==> src/sv/gnta_pkg.sv <==
// Shared types, constants and codes for the greedy nearest track association unit.
package gnta_pkg;

    localparam int MAX_TRACKS = 16;
    localparam int COORD_BITS = 16;
    localparam int ID_BITS    = 16;

    localparam int IDX_BITS   = $clog2(MAX_TRACKS);
    localparam int LIVE_BITS  = $clog2(MAX_TRACKS + 1);
    localparam int CNT_BITS   = $clog2(MAX_TRACKS + 2);
    localparam int MISS_BITS  = 5;
    localparam int THR_BITS   = 34;
    localparam int MAXM_BITS  = 4;
    localparam int ABS_BITS   = COORD_BITS + 1;
    localparam int SQ_BITS    = 2 * ABS_BITS;
    localparam int DIST_BITS  = SQ_BITS + 1;
    localparam int CMP_BITS   = (DIST_BITS > THR_BITS) ? DIST_BITS : THR_BITS;
    localparam int CFG_BITS   = 34;
    localparam int NUM_BITS   = 16;

    localparam logic [MISS_BITS-1:0] MISS_SAT      = MISS_BITS'(31);
    localparam logic [THR_BITS-1:0]  THRESH_RESET  = THR_BITS'(1000);
    localparam logic [MAXM_BITS-1:0] MAXMISS_RESET = MAXM_BITS'(3);

    localparam logic REG_DIST_THRESHOLD = 1'b0;
    localparam logic REG_MAX_MISSED     = 1'b1;

    localparam logic REQ_DETECTION = 1'b0;
    localparam logic REQ_END_FRAME = 1'b1;

    typedef enum logic [2:0] {
        EV_MATCHED = 3'd0,
        EV_CREATED = 3'd1,
        EV_FULL    = 3'd2,
        EV_DELETED = 3'd3,
        EV_DONE    = 3'd4
    } t_event;

    typedef enum logic [1:0] {
        CELL_HOLD,
        CELL_TAKE,
        CELL_LOAD,
        CELL_AGE
    } t_cell_op;

    typedef enum logic [2:0] {
        ST_IDLE,
        ST_SCAN,
        ST_DECIDE,
        ST_AGE,
        ST_DEL,
        ST_DONE
    } t_state;

    typedef struct packed {
        logic [ID_BITS-1:0]           id;
        logic signed [COORD_BITS-1:0] x;
        logic signed [COORD_BITS-1:0] y;
        logic [MISS_BITS-1:0]         misses;
        logic                         used;
    } t_entry;

    typedef struct packed {
        logic                ok;
        logic [IDX_BITS-1:0] idx;
    } t_tag;

endpackage

==> src/sv/gnta_cell.sv <==
// One table cell: holds a track entry, loads or ages it, or takes its neighbor's entry on request.
module gnta_cell (
    input  logic              i_clk,
    input  gnta_pkg::t_cell_op i_op,
    input  gnta_pkg::t_entry  i_nbr,
    input  gnta_pkg::t_entry  i_load,
    output gnta_pkg::t_entry  o_entry
);
    import gnta_pkg::*;

    t_entry r_entry;
    t_entry n_entry;

    always_comb begin
        n_entry = r_entry;
        unique case (i_op)
            CELL_HOLD: n_entry = r_entry;
            CELL_TAKE: n_entry = i_nbr;
            CELL_LOAD: n_entry = i_load;
            CELL_AGE: begin
                if (r_entry.used) begin
                    n_entry.misses = '0;
                end else if (r_entry.misses != MISS_SAT) begin
                    n_entry.misses = r_entry.misses + MISS_BITS'(1);
                end
                n_entry.used = 1'b0;
            end
            default: n_entry = r_entry;
        endcase
    end

    always_ff @(posedge i_clk) begin
        r_entry <= n_entry;
    end

    assign o_entry = r_entry;

endmodule

==> src/sv/gnta_dist.sv <==
// Two-stage squared distance unit fed from the head cell of the table.
module gnta_dist (
    input  logic                                   i_clk,
    input  logic                                   i_rst_n,
    input  logic signed [gnta_pkg::COORD_BITS-1:0] i_det_x,
    input  logic signed [gnta_pkg::COORD_BITS-1:0] i_det_y,
    input  logic signed [gnta_pkg::COORD_BITS-1:0] i_trk_x,
    input  logic signed [gnta_pkg::COORD_BITS-1:0] i_trk_y,
    input  gnta_pkg::t_tag                         i_tag,
    output logic [gnta_pkg::DIST_BITS-1:0]         o_dist,
    output gnta_pkg::t_tag                         o_tag
);
    import gnta_pkg::*;

    logic signed [ABS_BITS-1:0] w_dx;
    logic signed [ABS_BITS-1:0] w_dy;
    logic [ABS_BITS-1:0]        w_ax;
    logic [ABS_BITS-1:0]        w_ay;
    logic [SQ_BITS-1:0]         r_sq_x;
    logic [SQ_BITS-1:0]         r_sq_y;
    logic [DIST_BITS-1:0]       r_dist;
    t_tag                       r_tag1;
    t_tag                       r_tag2;

    always_comb begin
        w_dx = ABS_BITS'(i_det_x) - ABS_BITS'(i_trk_x);
        w_dy = ABS_BITS'(i_det_y) - ABS_BITS'(i_trk_y);
        w_ax = w_dx[ABS_BITS-1] ? ABS_BITS'(-w_dx) : ABS_BITS'(w_dx);
        w_ay = w_dy[ABS_BITS-1] ? ABS_BITS'(-w_dy) : ABS_BITS'(w_dy);
    end

    always_ff @(posedge i_clk) begin
        r_sq_x <= SQ_BITS'(w_ax * w_ax);
        r_sq_y <= SQ_BITS'(w_ay * w_ay);
        r_dist <= DIST_BITS'(r_sq_x) + DIST_BITS'(r_sq_y);
    end

    always_ff @(posedge i_clk) begin
        if (!i_rst_n) begin
            r_tag1 <= '0;
            r_tag2 <= '0;
        end else begin
            r_tag1 <= i_tag;
            r_tag2 <= r_tag1;
        end
    end

    assign o_dist = r_dist;
    assign o_tag  = r_tag2;

endmodule

==> src/sv/greedy_nearest_track_association_unit.sv <==
// Top level: track table as a ring of cells, scan control, frame-end deletion and output.
//
//  channel | direction | handshake              | payload
//  --------+-----------+------------------------+-----------------------------------
//  in      | input     | i_in_valid / o_in_stall  | i_req_type, i_det_x, i_det_y
//  out     | output    | o_out_valid / i_out_stall| o_event_kind, o_track_number, o_last
//  cfg     | input     | i_cfg_we               | i_cfg_index, i_cfg_data
//
// After a detection transfer the input stalls while the table rotates once through the head
// cell, whose entry feeds a two-stage distance unit, then while the result is decided and
// written. After an end of frame it stalls to age the table, check each live entry for
// deletion and send done. Both stalls stretch while a result waits for the stalled output
// register to free up. Reset clears control, live count and id counter; table contents are
// undefined until written. A stalled output holds the finished result while the next item
// is transferred.
module greedy_nearest_track_association_unit (
    input  logic                                   i_clk,
    input  logic                                   i_rst_n,
    input  logic                                   i_in_valid,
    output logic                                   o_in_stall,
    input  logic                                   i_req_type,
    input  logic signed [gnta_pkg::COORD_BITS-1:0] i_det_x,
    input  logic signed [gnta_pkg::COORD_BITS-1:0] i_det_y,
    output logic                                   o_out_valid,
    input  logic                                   i_out_stall,
    output logic [2:0]                             o_event_kind,
    output logic [gnta_pkg::NUM_BITS-1:0]          o_track_number,
    output logic                                   o_last,
    input  logic                                   i_cfg_we,
    input  logic                                   i_cfg_index,
    input  logic [gnta_pkg::CFG_BITS-1:0]          i_cfg_data
);
    import gnta_pkg::*;

    // configuration registers
    logic [THR_BITS-1:0]  r_thresh;
    logic [MAXM_BITS-1:0] r_max_missed;

    // control
    t_state               r_state;
    t_state               n_state;
    logic [CNT_BITS-1:0]  r_cnt;
    logic [CNT_BITS-1:0]  n_cnt;
    logic [LIVE_BITS-1:0] r_live;
    logic [LIVE_BITS-1:0] n_live;
    logic [ID_BITS-1:0]   r_id_ctr;
    logic [ID_BITS-1:0]   n_id_ctr;
    logic [IDX_BITS-1:0]  r_idx;
    logic [IDX_BITS-1:0]  n_idx;

    // detection under work and best match so far
    logic signed [COORD_BITS-1:0] r_det_x;
    logic signed [COORD_BITS-1:0] r_det_y;
    logic                         r_best_ok;
    logic                         n_best_ok;
    logic [IDX_BITS-1:0]          r_best_idx;
    logic [IDX_BITS-1:0]          n_best_idx;
    logic [DIST_BITS-1:0]         r_best_d;
    logic [DIST_BITS-1:0]         n_best_d;

    // output register
    logic                 r_out_valid;
    t_event               r_out_kind;
    logic [ID_BITS-1:0]   r_out_id;
    logic                 r_out_last;
    logic                 w_emit;
    t_event               w_emit_kind;
    logic [ID_BITS-1:0]   w_emit_id;
    logic                 w_emit_last;
    logic                 w_out_free;

    // cells
    t_entry               w_cell [MAX_TRACKS];
    t_cell_op             w_op   [MAX_TRACKS];
    t_entry               w_load;
    logic [IDX_BITS-1:0]  w_load_idx;
    logic                 w_load_en;

    t_tag                 w_tag_in;
    t_tag                 w_tag_out;
    logic [DIST_BITS-1:0] w_dist;

    logic                 w_accept;
    logic                 w_match;
    logic                 w_del_hit;

    assign w_accept   = i_in_valid && !o_in_stall;
    assign o_in_stall = (r_state != ST_IDLE);
    assign w_out_free = !r_out_valid || !i_out_stall;

    // configuration writes
    always_ff @(posedge i_clk) begin
        if (!i_rst_n) begin
            r_thresh     <= THRESH_RESET;
            r_max_missed <= MAXMISS_RESET;
        end else if (i_cfg_we) begin
            unique case (i_cfg_index)
                REG_DIST_THRESHOLD: r_thresh     <= i_cfg_data[THR_BITS-1:0];
                REG_MAX_MISSED:     r_max_missed <= i_cfg_data[MAXM_BITS-1:0];
                default:            r_thresh     <= r_thresh;
            endcase
        end
    end

    // the ring of cells: each cell's neighbor is the next one, the last wraps to the head
    for (genvar g = 0; g < MAX_TRACKS; g++) begin : g_cell
        gnta_cell u_cell (
            .i_clk   (i_clk),
            .i_op    (w_op[g]),
            .i_nbr   (w_cell[(g == MAX_TRACKS - 1) ? 0 : g + 1]),
            .i_load  (w_load),
            .o_entry (w_cell[g])
        );
    end

    // the head cell feeds the distance unit; the tag says which entry it was and if it counts
    always_comb begin
        w_tag_in.idx = r_cnt[IDX_BITS-1:0];
        w_tag_in.ok  = (r_state == ST_SCAN) && (r_cnt < CNT_BITS'(MAX_TRACKS))
                       && (LIVE_BITS'(r_cnt) < r_live) && !w_cell[0].used;
    end

    gnta_dist u_dist (
        .i_clk   (i_clk),
        .i_rst_n (i_rst_n),
        .i_det_x (r_det_x),
        .i_det_y (r_det_y),
        .i_trk_x (w_cell[0].x),
        .i_trk_y (w_cell[0].y),
        .i_tag   (w_tag_in),
        .o_dist  (w_dist),
        .o_tag   (w_tag_out)
    );

    assign w_match   = r_best_ok && (CMP_BITS'(r_best_d) < CMP_BITS'(r_thresh));
    assign w_del_hit = w_cell[r_idx].misses > MISS_BITS'(r_max_missed);

    // next state, cell operations and results
    always_comb begin
        n_state     = r_state;
        n_cnt       = r_cnt;
        n_live      = r_live;
        n_id_ctr    = r_id_ctr;
        n_idx       = r_idx;
        n_best_ok   = r_best_ok;
        n_best_idx  = r_best_idx;
        n_best_d    = r_best_d;
        w_emit      = 1'b0;
        w_emit_kind = EV_DONE;
        w_emit_id   = '0;
        w_emit_last = 1'b0;
        w_load_en   = 1'b0;
        w_load_idx  = '0;
        w_load.id     = r_id_ctr;
        w_load.x      = r_det_x;
        w_load.y      = r_det_y;
        w_load.misses = '0;
        w_load.used   = 1'b1;
        for (int c = 0; c < MAX_TRACKS; c++) begin
            w_op[c] = CELL_HOLD;
        end

        unique case (r_state)
            ST_IDLE: begin
                if (w_accept) begin
                    n_cnt     = '0;
                    n_best_ok = 1'b0;
                    n_state   = (i_req_type == REQ_END_FRAME) ? ST_AGE : ST_SCAN;
                end
            end
            ST_SCAN: begin
                // rotate the whole ring one place while entries pass the head
                if (r_cnt < CNT_BITS'(MAX_TRACKS)) begin
                    for (int c = 0; c < MAX_TRACKS; c++) begin
                        w_op[c] = CELL_TAKE;
                    end
                end
                // strict less keeps the earliest track on a tie
                if (w_tag_out.ok && (!r_best_ok || w_dist < r_best_d)) begin
                    n_best_ok  = 1'b1;
                    n_best_idx = w_tag_out.idx;
                    n_best_d   = w_dist;
                end
                if (r_cnt == CNT_BITS'(MAX_TRACKS + 1)) begin
                    n_state = ST_DECIDE;
                end else begin
                    n_cnt = r_cnt + CNT_BITS'(1);
                end
            end
            ST_DECIDE: begin
                if (w_out_free) begin
                    w_emit      = 1'b1;
                    w_emit_last = 1'b1;
                    n_state     = ST_IDLE;
                    if (w_match) begin
                        w_load_en   = 1'b1;
                        w_load_idx  = r_best_idx;
                        w_load.id   = w_cell[r_best_idx].id;
                        w_emit_kind = EV_MATCHED;
                        w_emit_id   = w_cell[r_best_idx].id;
                    end else if (r_live < LIVE_BITS'(MAX_TRACKS)) begin
                        w_load_en   = 1'b1;
                        w_load_idx  = r_live[IDX_BITS-1:0];
                        w_emit_kind = EV_CREATED;
                        w_emit_id   = r_id_ctr;
                        n_live      = r_live + LIVE_BITS'(1);
                        n_id_ctr    = r_id_ctr + ID_BITS'(1);
                    end else begin
                        w_emit_kind = EV_FULL;
                    end
                end
            end
            ST_AGE: begin
                for (int c = 0; c < MAX_TRACKS; c++) begin
                    w_op[c] = CELL_AGE;
                end
                if (r_live == '0) begin
                    n_state = ST_DONE;
                end else begin
                    n_idx   = IDX_BITS'(r_live - LIVE_BITS'(1));
                    n_state = ST_DEL;
                end
            end
            ST_DEL: begin
                // walk from the back; a deleted entry closes up by shifting the tail down
                if (w_del_hit && !w_out_free) begin
                    n_state = ST_DEL;
                end else begin
                    if (w_del_hit) begin
                        w_emit      = 1'b1;
                        w_emit_kind = EV_DELETED;
                        w_emit_id   = w_cell[r_idx].id;
                        n_live      = r_live - LIVE_BITS'(1);
                        for (int c = 0; c < MAX_TRACKS; c++) begin
                            if (IDX_BITS'(c) >= r_idx) begin
                                w_op[c] = CELL_TAKE;
                            end
                        end
                    end
                    if (r_idx == '0) begin
                        n_state = ST_DONE;
                    end else begin
                        n_idx = r_idx - IDX_BITS'(1);
                    end
                end
            end
            ST_DONE: begin
                if (w_out_free) begin
                    w_emit      = 1'b1;
                    w_emit_kind = EV_DONE;
                    w_emit_last = 1'b1;
                    n_state     = ST_IDLE;
                end
            end
            default: n_state = ST_IDLE;
        endcase

        if (w_load_en) begin
            w_op[w_load_idx] = CELL_LOAD;
        end
    end

    always_ff @(posedge i_clk) begin
        if (!i_rst_n) begin
            r_state     <= ST_IDLE;
            r_cnt       <= '0;
            r_live      <= '0;
            r_id_ctr    <= '0;
            r_idx       <= '0;
            r_best_ok   <= 1'b0;
            r_out_valid <= 1'b0;
        end else begin
            r_state   <= n_state;
            r_cnt     <= n_cnt;
            r_live    <= n_live;
            r_id_ctr  <= n_id_ctr;
            r_idx     <= n_idx;
            r_best_ok <= n_best_ok;
            if (w_emit) begin
                r_out_valid <= 1'b1;
            end else if (!i_out_stall) begin
                r_out_valid <= 1'b0;
            end
        end
    end

    // payload registers
    always_ff @(posedge i_clk) begin
        if (w_accept) begin
            r_det_x <= i_det_x;
            r_det_y <= i_det_y;
        end
        r_best_idx <= n_best_idx;
        r_best_d   <= n_best_d;
        if (w_emit) begin
            r_out_kind <= w_emit_kind;
            r_out_id   <= w_emit_id;
            r_out_last <= w_emit_last;
        end
    end

    assign o_out_valid    = r_out_valid;
    assign o_event_kind   = r_out_kind;
    assign o_track_number = NUM_BITS'(r_out_id);
    assign o_last         = r_out_last;

`ifndef ASSERT_OFF
    a_live_bound: assert property (@(posedge i_clk) disable iff (!i_rst_n)
        r_live <= LIVE_BITS'(MAX_TRACKS))
        else $error("live count beyond table size");

    a_no_overwrite: assert property (@(posedge i_clk) disable iff (!i_rst_n)
        (r_out_valid && i_out_stall) |-> !w_emit)
        else $error("result overwritten while stalled");

    a_best_live: assert property (@(posedge i_clk) disable iff (!i_rst_n)
        (r_state == ST_DECIDE && r_best_ok) |-> (LIVE_BITS'(r_best_idx) < r_live))
        else $error("best match outside live tracks");

    a_done_last: assert property (@(posedge i_clk) disable iff (!i_rst_n)
        (r_out_valid && r_out_kind == EV_DONE) |-> r_out_last)
        else $error("frame done without last");

    a_del_not_last: assert property (@(posedge i_clk) disable iff (!i_rst_n)
        (w_emit && w_emit_kind == EV_DELETED) |-> !w_emit_last)
        else $error("deletion marked last");
`endif

endmodule
==> config.mk <==
export PLATFORM = sky130hd
export DESIGN_NAME = greedy_nearest_track_association_unit
export DESIGN_NICKNAME = d
export VERILOG_FILES = /design/src/sv/gnta_pkg.sv /design/src/sv/gnta_cell.sv /design/src/sv/gnta_dist.sv /design/src/sv/greedy_nearest_track_association_unit.sv
export SDC_FILE = /design/constraint.sdc
export NUM_CORES = 2
export LEC_CHECK = 0
export BUFFER_PORTS_ARGS = -buffer_cell sky130_fd_sc_hd__buf_4
export CAP_MARGIN = 5
export CORE_UTILIZATION = 47
export DETAILED_ROUTE_END_ITERATION = 7
export GPL_ROUTABILITY_DRIVEN = 1
export SLEW_MARGIN = 20
export SYNTH_ARGS = -nofsm -noshare
export SYNTH_HDL_FRONTEND = slang
export SYNTH_HIERARCHICAL = 1
export SYNTH_SLANG_ARGS = --single-unit
==> constraint.sdc <==
create_clock -name i_clk -period 12.9 [get_ports i_clk]
set_input_delay 0 -clock i_clk [delete_from_list [all_inputs] [get_ports i_clk]]
set_output_delay 0 -clock i_clk [all_outputs]
set_load 0.01 [all_outputs]
[Yosys cells after proc, flatten, opt, wreduce, memory -nomap -nowiden]
Cells that the tools add are included.
Word-level totals
  register bits after elaboration: 1141
  bits in latches: 0
  bits in writable memories: 0
  memory bits (read-only): 0
  bits of input ports: 73
  output and inout port bits: 22
  logic and storage cells: 510
  memories kept: 0
Operators by class
  add/sub/neg operators: 26
  $mul: 2
  div/mod/pow operators: 0
  order comparisons: 26
  equal/unequal tests: 100
  shift-type cells: 0
  muxes and demuxes: 148
  bitwise gates (word level): 24
  reductions and logical operators: 81
Operators by type and width (count)
  $pmux W48 S2: 16
  $bmux W54 S4: 2
  $pmux W6 S3: 16
  $mux W54: 4
  $mux W5: 39
  $mux W16: 8
  $pmux W32 S3: 1
  $mux W31: 3
  $add A5 B1 Y5 const B: 18
  $ne A5 B5 Y1 const B: 16
  $mul A17 B17 Y34: 2
  $eq A2 B2 Y1 const B: 32
  $ne A3 B1 Y1 const B: 16
  $reduce_and A2 Y1: 19
  $reduce_bool A2 Y1: 19
  $add A34 B34 Y35: 1
  $lt A35 B34 Y1: 1
  $lt A35 B35 Y1: 1
  $mux W17: 2
  $neg A17 Y17: 2
  $sub A16 B16 Y17: 2
  $eq A2 B1 Y1 const B: 16
  $ge A4 B4 Y1 const A: 8
  $logic_not A2 Y1: 16
  other kinds (46): 147

[Logic depth before layout (Yosys ltp)]
  depth in word-level cells: 16
  gate-level depth with buffers: 38
  mapped depth without buffers: 37

[By module]
Netlist, hierarchy kept.
By module, submodules not included
  gnta_cell: instances 16, cells each 135, area an instance 2444.8 um^2, sequential area each 1621.6 um^2
  gnta_dist: instances 1, cells each 2485, area an instance 22213.8 um^2, sequential area each 2222.1 um^2
  greedy_nearest_track_association_unit: instances 1, cells each 1223, area an instance 13548.0 um^2, sequential area each 4194.0 um^2

[Worst setup path after synthesis]
Ideal clock, no wire load.
  kind: register to register
  from: register r_det_x[0]
  to: register u_dist.r_sq_x[31]
  library setup time: 72 ps
  arrival: 9249 ps
  data required time: 12828 ps
  setup slack: 3579 ps
  stages on the path, launching flop included: 37
  buffers on the path: 1
  period minus slack after synthesis: 9321 ps
  path through: edfxtp_1 -> inv_1 -> ha_1 -> fa_1 -> nor2b_1 -> o31a_2 -> o22a_1 -> a41o_1 -> nand4_1 -> a31oi_1 -> clkbuf_1 -> nor2_1 -> xnor2_1 -> inv_2 -> nand2_1 -> inv_1 -> fa_1 -> inv_1 -> fa_1 -> inv_1 -> fa_1 -> fa_1 -> fa_1 -> inv_1 -> fa_1 -> inv_1 -> ha_1 -> and3_1 -> a221o_1 -> a21oi_1 -> and3_1 -> a22oi_1 -> a221o_1 -> a221o_1 -> a311o_1 -> a21oi_1 -> xnor2_1
On the way
  cells in the longest elaborated chain, start to end: 4
RTL lines
  start: declaration: RTL line greedy_nearest_track_association_unit.sv:52  | logic signed [COORD_BITS-1:0] r_det_x;
  start signal: assignment: RTL line greedy_nearest_track_association_unit.sv:290  | r_det_x <= i_det_x;
  $sub A16 B16 Y17 *: RTL line gnta_dist.sv:26  | w_dx = ABS_BITS'(i_det_x) - ABS_BITS'(i_trk_x);
  $neg A17 Y17: RTL line gnta_dist.sv:28  | w_ax = w_dx[ABS_BITS-1] ? ABS_BITS'(-w_dx) : ABS_BITS'(w_dx);
  $mux W17 *: RTL line gnta_dist.sv:28
  $mul A17 B17 Y34 *: RTL line gnta_dist.sv:33  | r_sq_x <= SQ_BITS'(w_ax * w_ax);
  end signal: assignment: RTL line gnta_dist.sv:33
  end: declaration: RTL line gnta_dist.sv:19  | logic [SQ_BITS-1:0] r_sq_x;
Every way passes the cells marked *; elsewhere a longest branch is shown, timed or not.
A chain may end at the register's enable or synchronous reset.

[Worst setup path in the final report]
Same ends and word-level chain as after synthesis.

==> results.md <==
- Final Slew Violations: 0
- Port bufs: 94
- Detail-routed via count per cell: 5.75
- Async SR Flop Fraction: 0
- Unrepaired setup endpoints after global routing: false
- Yosys cell types: 109
- Reg-to-reg endpoint: u_dist/r_sq_x[31]
- Dominant cell type by area after synthesis: sky130_fd_sc_hd__edfxtp_1
- Post-CTS setup-driven buffer insertion count: 0
- Hold-fix buffers, CTS: 174
- Post-route minimum period: 10700 ps
- Proportion of layout cells with a drive suffix above 1: 0.223
- Met1 WL: 90600 um
- Synthesized instance count: 5868
- Number of instances on the worst hold path: 2
- Critical path data arrival time: 11410 ps
- Met3 wire length: 11000 um
- Net count of the finished layout: 7139
- Insertion delay to the later sink of the worst-skew pair: 810 ps
- Weighted congestion at the end of routability-driven global placement: 0.884
- Synth top area cells: sky130_fd_sc_hd__edfxtp_1, sky130_fd_sc_hd__mux2_2, sky130_fd_sc_hd__fa_1, sky130_fd_sc_hd__ha_1, sky130_fd_sc_hd__dfxtp_1
- Root buffer cell: sky130_fd_sc_hd__clkbuf_16
- Number of cells on the critical path: 35
- Result of the run: finished, final reports clean
- Count of cells along the worst register-to-register path: 35
- Most used DFF post-synth: sky130_fd_sc_hd__edfxtp_1
- Cell area after technology mapping: 74900 um^2
- Worst Hold Path EP: r_det_y[1]
- Post-detail-place hpwl: 136000 um
- Total length of routed met2 wires: 101000 um
- Proportion of netlist area held by the largest area contributor: 0.383
- Final Instance Count excl. Fillers: 8415
- Launch instance of the worst register-to-register path: r_det_x[0]
- Number of buffers created by CTS: 133
- Clock tree from TritonCTS: built
- Post-synthesis register bit count: 1139
- Global-route wire length before repair: 320000 um
- Top layer used by detailed routing: met4
- Final period util: 0.829
- Path type of the worst setup path: reg2reg
- Pin slew with the least headroom to its limit: 1110 ps
- Clock Pin Slew Worst Setup and Hold Paths: 60 ps
- CP max stage cell: sky130_fd_sc_hd__edfxtp_1
- Max frequency: 0.0935 GHz
- Largest clock skew in the final design: 62.0 ps
- Detailed-routing iteration count for the pre-antenna-repair pass: 6
- Number of routed nets with antenna violations: 0
- Setup TNS: 0 ps
- Ys Warns: 6
- Required time of the critical path: 13620 ps
- Hold path start: i_det_y[1]
- Count of flip-flops with a built-in enable after synthesis: 955
- Fin area: 83800 um^2
- Initial DRC count: 4159
- Number of cell rows: 146
- Hold Fails Final Rpt: 0
- CTS Buffer Depth: 3
- Grt total ovfl: 0
- DP Area: 77800 um^2
- Num Clock Sinks: 1139
- Boundary pin count: 95
- Area growth from synthesis to layout: 11.9%
- Largest net degree at the start of global routing: 96
- Element type at the critical path start: flip-flop
- Share of the yosys chip area belonging to registers: 0.432
- Critical Path End Type: flip-flop
- Vias: 48400
- Htree depth: 4
- DRC: 0
- Crit path max-delay family: adder cells
- Worst min-delay path category: in2reg
- Mean instance size in the synthesized netlist: 12.8 um^2
- Longest individual stage delay on the worst path: 600 ps
- DIE AREA: 161000 um^2
- Count of cells resized by post-cts repair: 0
- Starting density of the core: 0.473
- Max Cap Viol: 0
- Setup slack of the worst register-to-register path: 2200 ps
- Die Ht: 401 um
- Average wire per cell in the routed design: 24.9 um
- Core Footprint: 158000 um^2
- Most common cell on crit path: sky130_fd_sc_hd__fa_1
- Total of endpoints with negative setup slack in the final report: 0
- Total Wirelength: 209000 um
- Die outline width: 401 um
- Cell Count Post-Placement: 8003
- Via count of the first global-routing pass: 50500
- Relative slew slack: 0.258
- Post-layout utilization of the core: 0.529
- Top fanout value on the critical path: 17
- Number of antenna violations at the first check in global routing: 10
- Total routing usage reported by global routing: 0.262
- Number of buffers and inverters on the critical path: 7
cell usage after synthesis (all sizes together), types with 32 or more instances:
master and n:
edfxtp 955, a222oi 32, nand3 75, a21boi 41
a221o 33, xnor2 117, nand2b 58, a22oi 48
o21a 45, nor2 235, fa 385, ha 441
and3 37, buf 79, xor2 65, nand2 330
inv 777, and2 55, nor2b 50, mux2 771
o21ai 128, a21oi 119, dfxtp 184, mux4 148
a21o 94, mux2i 72, nor3 43, clkbuf 146
state kept, by name, indices dropped and copies added (netlist names), 3 cells and up:
register and count:
g_cell.u_cell/o_entry 864, o_event_kind 3, o_track_number 16, r_best_d 35
r_best_idx 4, r_cnt 5, r_det_x 16, r_det_y 16
r_id_ctr 16, r_idx 4, r_live 5, r_max_missed 4
r_state 3, r_thresh 34, u_dist/o_dist 35, u_dist/o_tag 5
u_dist/r_sq_x 33, u_dist/r_sq_y 33, u_dist/r_tag1 5
worst max-delay path by stage:
| stage | to | start | slack, ps |
|---|---|---|---|
| after detailed placement | u_dist/r_sq_x[31] | r_det_x[0] | 2000 |
| after global routing | u_dist/r_sq_x[31] | r_det_x[0] | 1530 |
| after floorplan | u_dist/r_sq_x[31] | r_det_x[0] | 3580 |
| after CTS | u_dist/r_sq_x[31] | r_det_x[0] | 1970 |
| final | u_dist/r_sq_x[31] | r_det_x[0] | 2200 |
| after global placement | u_dist/r_sq_x[31] | r_det_x[0] | 2260 |
routing by layer:
metal / vias to the layer above / track usage
met4: 0 / 0.0788
met5: - / 0
met1: 25000 / 0.357
met2: 1451 / 0.440
met3: 341 / 0.0308
li1: 21600 / -
layout by cell type, fill, tap and decap left out, types with 57 or more instances in the layout:
cell type / Yosys / final
sky130_fd_sc_hd__o21ai_0: 127 / 127
sky130_fd_sc_hd__nor2_1: 233 / 232
sky130_fd_sc_hd__fa_1: 385 / 385
sky130_fd_sc_hd__mux2_2: 771 / 771
sky130_fd_sc_hd__nand2b_1: 58 / 57
sky130_fd_sc_hd__xor2_1: 64 / 64
sky130_fd_sc_hd__buf_4: 2 / 172
sky130_fd_sc_hd__ha_1: 441 / 409
sky130_fd_sc_hd__nand2_1: 328 / 328
sky130_fd_sc_hd__clkbuf_16: 0 / 134
sky130_fd_sc_hd__a21o_1: 94 / 94
sky130_fd_sc_hd__a21oi_1: 119 / 119
sky130_fd_sc_hd__nand3_1: 75 / 75
sky130_fd_sc_hd__mux2i_1: 71 / 71
sky130_fd_sc_hd__conb_1: 4 / 120
sky130_fd_sc_hd__inv_1: 774 / 773
sky130_fd_sc_hd__dlygate4sd3_1: 0 / 174
sky130_fd_sc_hd__dfxtp_1: 184 / 181
sky130_fd_sc_hd__edfxtp_1: 955 / 955
sky130_fd_sc_hd__xnor2_1: 116 / 114
sky130_fd_sc_hd__mux4_2: 148 / 148
through the flow:
step                setup WS (ps)  hold slack, ps
global route                 1530            8.31
detailed placement           2000             180
floorplan                    3580            98.9
finish                       2200            33.1
CTS                          1970            2.76
global placement             2260             180
cells by family after synthesis:
group,after synthesis,synth area share
flops,1139,0.432
simple gates,995,0.0649
compound gates,723,0.0701
buf+inv,1007,0.0641
other cells,4,0.000200
mux,991,0.170
xor+xnor,183,0.0218
fa+ha+maj,826,0.177
cell type report:
| type | count | area [um^2] |
|---|---|---|
| diodes | 4 | 10.0 |
| repair buffers | 346 | 3030 |
| clock buffers | 167 | 3540 |
| multi-input cells | 3838 | 38600 |
| well taps | 2072 | 2590 |
| inverters | 782 | 2940 |
| clock inverters | 67 | 689 |
| fillers | 13400 | 74400 |
| flip-flops and latches | 1139 | 32400 |
Power is not shown: default switching activity piles up to over one toggle a cycle in this logic, so the estimate is an artifact.
